File: config.mk
export PLATFORM = sky130hd
export DESIGN_NAME = scalar_kalman_filter_unit
export DESIGN_NICKNAME = d
export VERILOG_FILES = /design/src/sv/skf_pkg.sv /design/src/sv/skf_div_mac.sv /design/src/sv/skf_out_reg.sv /design/src/sv/scalar_kalman_filter_unit.sv
export SDC_FILE = /design/constraint.sdc
export NUM_CORES = 1
export LEC_CHECK = 0
export ABC_AREA = 1
export ABC_CLOCK_PERIOD_IN_PS = 7100
export BUFFER_PORTS_ARGS = -buffer_cell sky130_fd_sc_hd__buf_4
export CAP_MARGIN = 15
export CORE_AREA = 2 2 412 210
export CTS_CLUSTER_DIAMETER = 50
export DETAILED_ROUTE_END_ITERATION = 8
export DIE_AREA = 0 0 414 212
export HOLD_SLACK_MARGIN = 0.12
export PLACE_DENSITY_LB_ADDON = 0.3
export REMOVE_ABC_BUFFERS = 1
export SLEW_MARGIN = 15
export SYNTH_ARGS = -nofsm -noshare
export SYNTH_HDL_FRONTEND = slang
export SYNTH_HIERARCHICAL = 1
export SYNTH_SLANG_ARGS = --single-unit
File: constraint.sdc
create_clock -name clk -period 7.1 [get_ports clk]
set_clock_uncertainty 0.15 [all_clocks]
set_input_delay 0.355 -clock clk [delete_from_list [all_inputs] [get_ports clk]]
set_output_delay 0.355 -clock clk [all_outputs]
set_load 0.03 [all_outputs]
File: src/sv/skf_pkg.sv
// Shared types and constants for the scalar Kalman filter unit.
// No dependencies; imported by every module of the block.
`default_nettype none
package skf_pkg;

  // action codes carried in the input tuser
  localparam logic [1:0] ACT_UPDATE = 2'd0;
  localparam logic [1:0] ACT_INIT   = 2'd1;
  localparam logic [1:0] ACT_RESET  = 2'd2;

  // configuration register indexes
  localparam logic [1:0] REG_PROCESS_NOISE = 2'd0;
  localparam logic [1:0] REG_MEASURE_NOISE = 2'd1;
  localparam logic [1:0] REG_INITIAL_ERROR = 2'd2;
  localparam logic [1:0] REG_INITIAL_VALUE = 2'd3;

  localparam int EST_W      = 20;
  localparam int GAIN_W     = 17;
  localparam int COV_W      = 32;
  localparam int OUT_TDATA_W = 40;   // estimate + gain, padded to bytes
  localparam int ACC_E_W    = 38;    // signed (m - x) * k
  localparam int ACC_P_W    = 49;    // k * pp
  localparam int GAIN_STEPS = 17;

  localparam logic [COV_W-1:0]  PQ_RESET   = 32'd6554;
  localparam logic [COV_W-1:0]  ONE_Q16    = 32'd65536;

  // sequencer to divider/accumulator unit
  typedef struct packed {
    logic load;   // register denominator, clear accumulators
    logic step;   // one gain bit
    logic first;  // first step: integer bit of the gain, no remainder shift
  } skf_ctrl_t;

  // sequencer to output register
  typedef struct packed {
    logic              load;
    logic [EST_W-1:0]  estimate;
    logic [GAIN_W-1:0] gain;
    logic              initialized;
  } skf_result_t;

endpackage
`default_nettype wire

File: src/sv/skf_div_mac.sv
// Bit-serial gain divider k = pp*2^16/(pp+r), one quotient bit per cycle of ctrl.step,
// MSB first, with the two gain products accumulated alongside. Depends on skf_pkg.
`default_nettype none
module skf_div_mac
  import skf_pkg::*;
(
  input  wire logic                       clk,
  input  wire skf_ctrl_t                  ctrl,
  input  wire logic [COV_W-1:0]           pp,
  input  wire logic [COV_W-1:0]           r_noise,
  input  wire logic signed [EST_W:0]      diff,
  output logic [GAIN_W-1:0]               gain,
  output logic signed [ACC_E_W-1:0]       acc_e,
  output logic [ACC_P_W-1:0]              acc_p
);

  logic [COV_W:0]             den_r;
  logic [COV_W:0]             rem_r;
  logic signed [EST_W:0]      diff_r;
  logic [GAIN_W-1:0]          gain_r;
  logic signed [ACC_E_W-1:0]  acc_e_r;
  logic [ACC_P_W-1:0]         acc_p_r;

  logic [COV_W+1:0]           shifted;
  logic                       qbit;
  logic [COV_W:0]             rem_nxt;
  logic signed [ACC_E_W-1:0]  acc_e_nxt;
  logic [ACC_P_W-1:0]         acc_p_nxt;

  always_comb begin
    shifted = ctrl.first ? {1'b0, rem_r} : {rem_r, 1'b0};
    qbit    = (den_r != '0) && (shifted >= {1'b0, den_r});
    if (qbit) begin
      rem_nxt = (COV_W+1)'(shifted - {1'b0, den_r});
    end else begin
      rem_nxt = shifted[COV_W:0];
    end
    // MSB-first shift-add, so each product sees the gain bit as it appears
    acc_e_nxt = (acc_e_r <<< 1) + (qbit ? ACC_E_W'(diff_r) : '0);
    acc_p_nxt = (acc_p_r << 1) + (qbit ? ACC_P_W'(pp) : '0);
  end

  always_ff @(posedge clk) begin
    if (ctrl.load) begin
      den_r   <= {1'b0, pp} + {1'b0, r_noise};
      rem_r   <= {1'b0, pp};
      diff_r  <= diff;
      gain_r  <= '0;
      acc_e_r <= '0;
      acc_p_r <= '0;
    end else if (ctrl.step) begin
      rem_r   <= rem_nxt;
      gain_r  <= {gain_r[GAIN_W-2:0], qbit};
      acc_e_r <= acc_e_nxt;
      acc_p_r <= acc_p_nxt;
    end
  end

  assign gain  = gain_r;
  assign acc_e = acc_e_r;
  assign acc_p = acc_p_r;

endmodule
`default_nettype wire

File: src/sv/skf_out_reg.sv
// Output register for result transactions; frees the input side while a result waits.
// Depends on skf_pkg.
`default_nettype none
module skf_out_reg
  import skf_pkg::*;
(
  input  wire logic                     clk,
  input  wire logic                     rst_n,
  input  wire skf_result_t              res,
  output logic                          free,
  output logic                          out_tvalid,
  input  wire logic                     out_tready,
  output logic [OUT_TDATA_W-1:0]        out_tdata,   // estimate[19:0], gain[36:20], zero pad
  output logic                          out_tuser    // initialized
);

  logic                     valid_r;
  logic [OUT_TDATA_W-1:0]   data_r;
  logic                     user_r;

  assign free = !valid_r || out_tready;

  always_ff @(posedge clk) begin
    if (!rst_n) begin
      valid_r <= 1'b0;
    end else if (res.load && free) begin
      valid_r <= 1'b1;
    end else if (out_tready) begin
      valid_r <= 1'b0;
    end
  end

  always_ff @(posedge clk) begin
    if (res.load && free) begin
      data_r <= {(OUT_TDATA_W-EST_W-GAIN_W)'(0), res.gain, res.estimate};
      user_r <= res.initialized;
    end
  end

  assign out_tvalid = valid_r;
  assign out_tdata  = data_r;
  assign out_tuser  = user_r;

endmodule
`default_nettype wire

File: src/sv/scalar_kalman_filter_unit.sv
// One-dimensional Kalman filter for ADC samples: sequencer, state and configuration.
// Depends on skf_pkg, skf_div_mac and skf_out_reg.
//
// Items arrive one at a time; the action in in_tuser selects a sample update, an
// init from the configuration registers or a reset. For an update on an initialised
// filter the sequencer loads the divider (S_PREP), runs 17 restoring divider steps
// giving one gain bit each (both gain products built by shift-add in the same steps)
// in S_DIV, writes back the state (S_FIN) and loads the output register (S_WB).
// Init, reset, the unused action and an update before init go from acceptance
// straight to S_WB. The sequencer returns to rest as the result is loaded; a full
// output register holds it in S_WB until the held result is taken. The next item is
// accepted as soon as the sequencer is back at rest, even while the previous result
// is still held. Configuration writes are registered and are meant for idle periods
// only.
`default_nettype none
module scalar_kalman_filter_unit
  import skf_pkg::*;
#(
  parameter int SAMPLE_BITS = 12
) (
  input  wire logic                                clk,
  input  wire logic                                rst_n,
  input  wire logic                                in_tvalid,
  output logic                                     in_tready,
  input  wire logic [((SAMPLE_BITS+7)/8)*8-1:0]    in_tdata,  // sample[SAMPLE_BITS-1:0], zero pad
  input  wire logic [1:0]                          in_tuser,  // action[1:0]
  output logic                                     out_tvalid,
  input  wire logic                                out_tready,
  output logic [OUT_TDATA_W-1:0]                   out_tdata, // estimate[19:0], gain[36:20]
  output logic                                     out_tuser, // initialized
  input  wire logic                                cfg_we,
  input  wire logic [1:0]                          cfg_addr,
  input  wire logic [COV_W-1:0]                    cfg_wdata
);

  localparam int M_W = SAMPLE_BITS + 8;

  localparam logic [2:0] S_IDLE = 3'd0;
  localparam logic [2:0] S_PREP = 3'd1;
  localparam logic [2:0] S_DIV  = 3'd2;
  localparam logic [2:0] S_FIN  = 3'd3;
  localparam logic [2:0] S_WB   = 3'd4;

  logic [2:0]         state_r, state_nxt;
  logic [4:0]         cnt_r;
  logic               raw_r;
  logic [EST_W-1:0]   m_r;
  logic [COV_W-1:0]   pp_r;
  logic [EST_W-1:0]   est_r;
  logic [COV_W-1:0]   err_r;
  logic [GAIN_W-1:0]  gain_r;
  logic               init_r;
  logic [COV_W-1:0]   q_r, r_r, ie_r;
  logic [EST_W-1:0]   iv_r;

  logic [M_W-1:0]     m_wide;
  logic [EST_W-1:0]   m_sat;
  logic [COV_W:0]     pq_sum;
  logic [COV_W-1:0]   pp_sat;
  logic               accept;
  logic               out_free;

  skf_ctrl_t               ctrl;
  skf_result_t             res;
  logic [GAIN_W-1:0]       k_val;
  logic signed [ACC_E_W-1:0] acc_e;
  logic [ACC_P_W-1:0]      acc_p;
  logic signed [EST_W:0]   diff;
  logic signed [ACC_E_W-1:0] e_round;
  logic [EST_W-1:0]        est_new;
  logic [49:0]             p_wide;

  // sample as Q12.8, saturated when it would not fit 20 bits
  assign m_wide = {in_tdata[SAMPLE_BITS-1:0], 8'h00};
  generate
    if (M_W > EST_W) begin : g_sat
      assign m_sat = (|m_wide[M_W-1:EST_W]) ? '1 : m_wide[EST_W-1:0];
    end else begin : g_nosat
      assign m_sat = EST_W'(m_wide);
    end
  endgenerate

  assign pq_sum = {1'b0, err_r} + {1'b0, q_r};
  assign pp_sat = pq_sum[COV_W] ? '1 : pq_sum[COV_W-1:0];

  assign in_tready = (state_r == S_IDLE);
  assign accept    = in_tvalid && in_tready;

  assign diff = $signed({1'b0, m_r}) - $signed({1'b0, est_r});

  always_comb begin
    ctrl.load  = (state_r == S_PREP);
    ctrl.step  = (state_r == S_DIV);
    ctrl.first = (cnt_r == 5'd0);
  end

  skf_div_mac u_div (
    .clk     (clk),
    .ctrl    (ctrl),
    .pp      (pp_r),
    .r_noise (r_r),
    .diff    (diff),
    .gain    (k_val),
    .acc_e   (acc_e),
    .acc_p   (acc_p)
  );

  // x' = x + round((m - x) * k / 2^16); p' = round(pp - pp * k / 2^16)
  assign e_round = acc_e + ACC_E_W'(32768);
  always_comb begin
    est_new = est_r + EST_W'(e_round >>> 16);
    p_wide  = {2'b00, pp_r, 16'h0000} - {1'b0, acc_p} + 50'd32768;
  end

  always_comb begin
    state_nxt = state_r;
    unique case (state_r)
      S_IDLE: begin
        if (accept) begin
          state_nxt = ((in_tuser == ACT_UPDATE) && init_r) ? S_PREP : S_WB;
        end
      end
      S_PREP: state_nxt = S_DIV;
      S_DIV: begin
        if (cnt_r == 5'(GAIN_STEPS - 1)) begin
          state_nxt = S_FIN;
        end
      end
      S_FIN: state_nxt = S_WB;
      S_WB: begin
        if (out_free) begin
          state_nxt = S_IDLE;
        end
      end
      default: state_nxt = S_IDLE;
    endcase
  end

  always_ff @(posedge clk) begin
    if (!rst_n) begin
      state_r <= S_IDLE;
      cnt_r   <= '0;
      est_r   <= '0;
      err_r   <= ONE_Q16;
      gain_r  <= '0;
      init_r  <= 1'b0;
      q_r     <= PQ_RESET;
      r_r     <= ONE_Q16;
      ie_r    <= ONE_Q16;
      iv_r    <= '0;
    end else begin
      state_r <= state_nxt;
      if (cfg_we) begin
        unique case (cfg_addr)
          REG_PROCESS_NOISE: q_r  <= cfg_wdata;
          REG_MEASURE_NOISE: r_r  <= cfg_wdata;
          REG_INITIAL_ERROR: ie_r <= cfg_wdata;
          REG_INITIAL_VALUE: iv_r <= cfg_wdata[EST_W-1:0];
          default: ;
        endcase
      end
      if (state_r == S_DIV) begin
        cnt_r <= cnt_r + 5'd1;
      end else begin
        cnt_r <= '0;
      end
      if (accept) begin
        unique case (in_tuser)
          ACT_INIT: begin
            est_r  <= iv_r;
            err_r  <= ie_r;
            gain_r <= '0;
            init_r <= 1'b1;
          end
          ACT_RESET: begin
            est_r  <= '0;
            err_r  <= ONE_Q16;
            gain_r <= '0;
            init_r <= 1'b0;
          end
          default: ;
        endcase
      end
      if (state_r == S_FIN) begin
        est_r  <= est_new;
        err_r  <= p_wide[47:16];
        gain_r <= k_val;
      end
    end
  end

  // payload captured at acceptance
  always_ff @(posedge clk) begin
    if (accept) begin
      m_r   <= m_sat;
      pp_r  <= pp_sat;
      raw_r <= (in_tuser == ACT_UPDATE) && !init_r;
    end
  end

  always_comb begin
    res.load        = (state_r == S_WB);
    res.estimate    = raw_r ? m_r : est_r;
    res.gain        = gain_r;
    res.initialized = init_r;
  end

  skf_out_reg u_out (
    .clk        (clk),
    .rst_n      (rst_n),
    .res        (res),
    .free       (out_free),
    .out_tvalid (out_tvalid),
    .out_tready (out_tready),
    .out_tdata  (out_tdata),
    .out_tuser  (out_tuser)
  );

endmodule
`default_nettype wire

==> run metrics, run 1 <==
commonest non-fill, non-tap cell in the layout=nand2_1; vias per cell=approximately 5.6; clock power share=between 30% and 40%; Post-DRT Antenna Nets=0; die height=~210 um; antenna violations before repair=9; Root Buffer=clkbuf_16; P_leak=0.01670 uW; Avg WL per Cell=roughly 22 um; largest net degree at the start of global routing=84; Rel. slew slack=34.02%; io pins=100; post-route setup slack=roughly 0.45 ns; sequential share of power=approximately 37%; number of clock sinks=466; core area=approximately 0.085 sq mm; number of fillers in the final layout=slightly below 9k; clk slew on worst S/H paths=roughly 0.070 ns; CTS tree=built; max cap viols=0; commonest non-fill, non-tap cells in the layout=nand2_1, inv_1, nor2_1, a21oi_1, o21ai_0; P&R area growth vs syn=12.58%; CTS buffer count=50; Worst Setup End Kind=flip-flop; WS Path Type=flip-flop to flip-flop; Hold Vio Cnt, Final=0; Final nets=slightly below 5k; Hold/Removal Path Class=input pin to flip-flop; DIE WIDTH=just over 400 um; Post-Syn Instances=around 4.6k; row count=76; arrival time at the worst endpoint=around 7.0 ns; CTS Buffer Depth=3; area of the multi-input gates=0.01826 sq mm; fraction of layout cells with a size suffix above 1=approximately 8.0%; IO Port Bufs=between 90 and 100; status=completed; CTS H-tree depth=2; DP HPWL=102700 um; min Tclk post-route=roughly 6.7 ns; Die Area=roughly 0.088 sq mm; DP Worst Slack=about 0.77 ns; YS warnings=6; Worst path slowest cell=nor2_1; buffer count from post-CTS setup fixing=0; Critical path buffers and inverters=6; grt total ovfl=0; Pins Over Slew Limit=0; Post-Route Setup TNS=0 ns; CP dominant cell by count=nand2_1; DRC=0; number of global-route vias before repair=~28k; total number of vias=32.75k; first-pass GRT wire length=roughly 190000 um; GPL Wtd Cong=roughly 1.0; Final Setup Violations=0; Placed Cells=5717; Pwr Density=between 200 and 300 mW/mm^2; storage element area=between 0.01 and 0.015 sq mm; initial core utilization=38.23%; Slew @ Worst Pin=0.9898 ns; Worst path max stage delay=around 0.43 ns; CP required=between 7 and 8 ns; TritonRoute pass-1 iters=7; fmax=between 0.15 and 0.2 GHz; Post-Syn Area=~0.032 sq mm; final period utilization=about 94%; total track usage=roughly 29%; Antenna Cells=0; Final Util=43.04%; Fin Hold WS=about 0.15 ns; Detailed Route WL=131100 um; Internal=5472 uW; net switching power=3676 uW; drt initial violations=roughly 5k; Logic pwr share=about 31%; delay-heaviest family, CP=simple AND/OR/NAND/NOR gates; CP Launch Type=flip-flop; Finished Layout Cells=about 5.9k; RSZ-0062 raised after global routing=false; peak fanout along the critical path=30; switching share of power=around 40%; Worst IR Drop VDD=0.1870 mV; Syn Area/Cell=around 7.0 sq um; Clock Latency Late Sink=around 0.66 ns
## routing by layer
layer	track usage [%]	vias up	share of wire, %
met2	31.53	1794	31
met1	49.57	15385	51
met5	0	-	0.0099
li1	-	15476	-
met3	12.34	90	17
met4	3.271	2	0.93
## stage by stage
step | power, uW | cell area [sq um]
final | 9148 | 36420
after global routing | 9540 | 36420
after CTS | 9011 | 36420
after detailed placement | 6128 | 34160
after global placement | 6125 | 34160
after floorplan | 5079 | 31720
## what timing repair did
action / CTS / global route
hold endpoints to repair: 141 / 0
gates resized for setup: 0 / 1
hold buffers: 54 / 0
endpoints found under the setup margin: 0 / 1
## registers in the layout (all words and copies together) (netlist names)
signal            cells
u_div/acc_p          48
u_out/out_tdata      37
u_div/acc_e          36
u_div/den_r          33
u_div/rem_r          33
err_r                32
ie_r                 32
pp_r                 32
q_r                  32
r_r                  32
u_div/diff_r         21
est_r                20
iv_r                 20
gain_r               17
u_div/gain           17
m_r                  12
cnt_r                 5
state_r               3
init_r                1
raw_r                 1
u_out/out_tuser       1
u_out/out_tvalid      1
## power by group through the flow
stage | Combinational [uW] | Clock [uW] | Sequential [uW]
after floorplan | 1740 | 0 | 3330
after global placement | 2680 | 0 | 3440
after detailed placement | 2680 | 0 | 3450
after CTS | 2720 | 2900 | 3390
after global routing | 3100 | 3010 | 3430
final | 2860 | 2870 | 3420
## final cells by class
cell class	instances	area share [%]
clock inverters	38	1.158
inverters	663	6.839
well taps	1131	3.885
multi-input cells	3330	50.14
clock buffers	56	3.583
repair buffers	181	4.136
flip-flops and latches	466	30.26
## worst reg2reg max path, delay by kind of cell (launching register included)
kind                     cells  cell delay, ns
adder cells (fa/ha/maj)      3            0.83
AO/OA/AOI/OAI                5            1.06
AND/OR/NAND/NOR             24            3.44
buffers and inverters        6            0.76
flip-flops                   1            0.34
## worst paths after layout
path | cells past startpoint | startpoint | end | slack [ns]
min reg2reg | 0 | gain_r[0] | u_out/out_tdata[20] | 0.25
max | 38 | cnt_r[0] | u_div/acc_e[35] | 0.45
min | 5 | in_tuser[0] | raw_r | 0.15
max reg2reg | 38 | cnt_r[0] | u_div/acc_e[35] | 0.45
Power figures use the tool's default switching activity.
==> inputs of run 2 (changes only) <==
--- a/config.mk
+++ b/config.mk
@@ -9,15 +9,14 @@
 export ABC_CLOCK_PERIOD_IN_PS = 7100
 export BUFFER_PORTS_ARGS = -buffer_cell sky130_fd_sc_hd__buf_4
 export CAP_MARGIN = 15
-export CORE_AREA = 2 2 412 210
+export CORE_AREA = 2 2 408 208
 export CTS_CLUSTER_DIAMETER = 50
 export DETAILED_ROUTE_END_ITERATION = 8
-export DIE_AREA = 0 0 414 212
+export DIE_AREA = 0 0 410 210
 export HOLD_SLACK_MARGIN = 0.12
 export PLACE_DENSITY_LB_ADDON = 0.3
 export REMOVE_ABC_BUFFERS = 1
 export SLEW_MARGIN = 15
 export SYNTH_ARGS = -nofsm -noshare
 export SYNTH_HDL_FRONTEND = slang
-export SYNTH_HIERARCHICAL = 1
 export SYNTH_SLANG_ARGS = --single-unit
==> run 2 against run 1 <==
Effect of this change:
- first-iteration DRC count grew 17%
- register-to-register slack better by 0.07 ns
- via count rose by 2.4%
- maximum frequency increased by 1.1%
- utilization grew 0.54 points
- global-route usage rose by 2.8 points
- non-clock buffer count rose by 4
- cell count shrank 0.77%
- setup slack improved by 0.073 ns
- sequential share of layout area is 0.33 points higher
- critical path type unchanged
- critical endpoint is now u_div.acc_e[34]
- largest power group is now combinational cells
==> run metrics, run 2 <==
status=completed; vias per cell=5.759; post-synthesis cell type count=57; Post-DRT Antenna Nets=0; total number of vias=between 30k and 40k; switching share of power=around 46%; Post-synth ARST share=0%; commonest non-fill, non-tap cells in the layout=nand2_1, nor2_1, inv_1, o21ai_0, a21oi_1; Avg WL per Cell=roughly 24 um; Root Buffer=clkbuf_16; post-route setup slack=between 0.5 and 0.6 ns; CTS H-tree depth=2; Post-synth top cells=nand2_1, nor2_1, inv_1; Post-Syn Instances=about 4.6k; Worst Setup End Kind=flip-flop; P_leak=roughly 0.016 uW; ys flop type=dfxtp_1; Rel. slew slack=20.49%; Syn Area/Cell=6.996 sq um; top post-synthesis cells by area=dfxtp_1, edfxtp_1, nand2_1; Clock Latency Late Sink=0.65 ns; cell count of the worst reg-to-reg path=27; CTS buffer count=~50; DP Worst Slack=roughly 1 ns; fraction of layout cells with a size suffix above 1=about 5.5%; Post-Syn Area=0.03185 sq mm; io pins=100; GPL Wtd Cong=around 1.1; CP required=7.50 ns; FF+latch count, synth=approximately 470; IO Port Bufs=between 90 and 100; TritonRoute pass-1 iters=7; Fin Hold WS=0.1421 ns; worst hold path stage count=5; Detailed Route WL=141600 um; Critical path buffers and inverters=4; Worst path slowest cell=inv_1; Final nets=4954; Final Setup Violations=0; P&R area growth vs syn=13.12%; drt initial violations=5676; sequential share of power=just over 30%; buffer count from post-CTS setup fixing=0; Pins Over Slew Limit=0; first-pass GRT wire length=between 200000 and 250000 um; die height=approximately 210 um; max cap viols=0; Worst IR Drop VDD=0.1855 mV; core area=0.08267 sq mm; row count=75; DRC=0; peak fanout along the critical path=31; initial core utilization=about two fifths; Yosys top cell area share=around a fifth; Hold/Removal Path Class=input pin to flip-flop; Worst path max stage delay=between 0.5 and 0.6 ns; clock power share=roughly a quarter; Critical Path Stages=27; fmax=about 0.15 GHz; Pwr Density=325.2 mW/mm^2; grt total ovfl=0; cell taking the most area after synthesis=dfxtp_1; post-CTS resize count=0; DIE WIDTH=between 400 and 500 um; Post-Route Setup TNS=0 ns; sequential area share after synthesis=between 30% and 40%; Logic pwr share=44.3%; net switching power=5424 uW; Post-synth EDFFs=169; Largest register FFs=between 40 and 50; clk slew on worst S/H paths=approximately 0.07 ns; Slew @ Worst Pin=~1.2 ns; total track usage=31.96%; number of clock sinks=between 400 and 500; Hold Vio Cnt, Final=0; YS warnings=0; min Tclk post-route=between 6 and 7 ns; WS Path Type=flip-flop to flip-flop; number of buffers inserted by hold repair at cts=52; CP Launch Type=flip-flop; Internal=roughly 6300 uW; largest net degree at the start of global routing=67; RSZ-0062 raised after global routing=false; delay-heaviest family, CP=simple AND/OR/NAND/NOR gates; Die Area=between 0.08 and 0.09 sq mm; commonest non-fill, non-tap cell in the layout=nand2_1; final period utilization=between 90 and 100%; arrival time at the worst endpoint=about 7.0 ns; antenna violations before repair=3; CTS Buffer Depth=3; number of global-route vias before repair=~29k; top-count cell post-synth=nand2_1; CTS tree=built; DP HPWL=roughly 110000 um
run 2: cell type report:
type,instances,area [sq um]
clock buffers,68,1426
fillers,8664,46650
repair buffers,185,1531
well taps,1116,1396
flip-flops and latches,466,11020
multi-input cells,3461,18470
diodes,2,5.005
clock inverters,24,306.5
inverters,498,1869
run 2: power by group through the flow:
stage	sequential [uW]	clock, uW	combinational, uW
floorplan	3560	0	3020
global placement	3680	0	4770
detailed placement	3670	0	4780
CTS	3620	2890	4830
global route	3680	3000	5520
finish	3650	2880	5190
run 2: layer usage:
metal | share of wire [%] | vias to the layer above | track usage [%]
li1 | - | 15581 | -
met5 | 0.0078 | - | 0
met4 | 0.75 | 2 | 2.878
met1 | 52 | 15637 | 55.16
met3 | 19 | 82 | 18.38
met2 | 28 | 2216 | 30.41
run 2: kinds of logic (layout without fill, tap and decap cells):
| family | count (synthesis) | after routing | share of synthesized area (%) |
|---|---|---|---|
| buffers and inverters | 627 | 775 | 7.586 |
| AND/OR/NAND/NOR | 1935 | 1935 | 24.96 |
| other | 1 | 5 | 0.01177 |
| XOR/XNOR | 141 | 141 | 3.878 |
| AO/OA/AOI/OAI | 1146 | 1146 | 19.55 |
| flip-flops | 466 | 466 | 34.60 |
| adder cells (fa/ha/maj) | 236 | 236 | 9.413 |
run 2: worst min-delay path, stage by stage:
cell	delay [ns]
buf_4	0.09
inv_1	0.03
ha_1	0.18
inv_1	0.05
nor2_1	0.03
run 2: final timing paths:
check	from	end	slack, ns
worst max-delay path	cnt_r[0]	u_div.acc_e[34]	0.52
worst min-delay path	in_tuser[1]	raw_r	0.14
worst max register to register	cnt_r[0]	u_div.acc_e[34]	0.52
worst min register to register	gain_r[1]	u_out.out_tdata[21]	0.28
run 2: metrics by stage:
stage,power (uW),utilization (%),cells,instance area (sq um)
2_1_floorplan,6583,-,4425,31310
3_3_place_gp,8445,40.84,5674,33770
3_5_place_dp,8453,40.84,5674,33770
4_1_cts,11340,43.57,5818,36020
5_1_grt,12200,43.57,5819,36020
6_report,11710,43.58,5820,36030
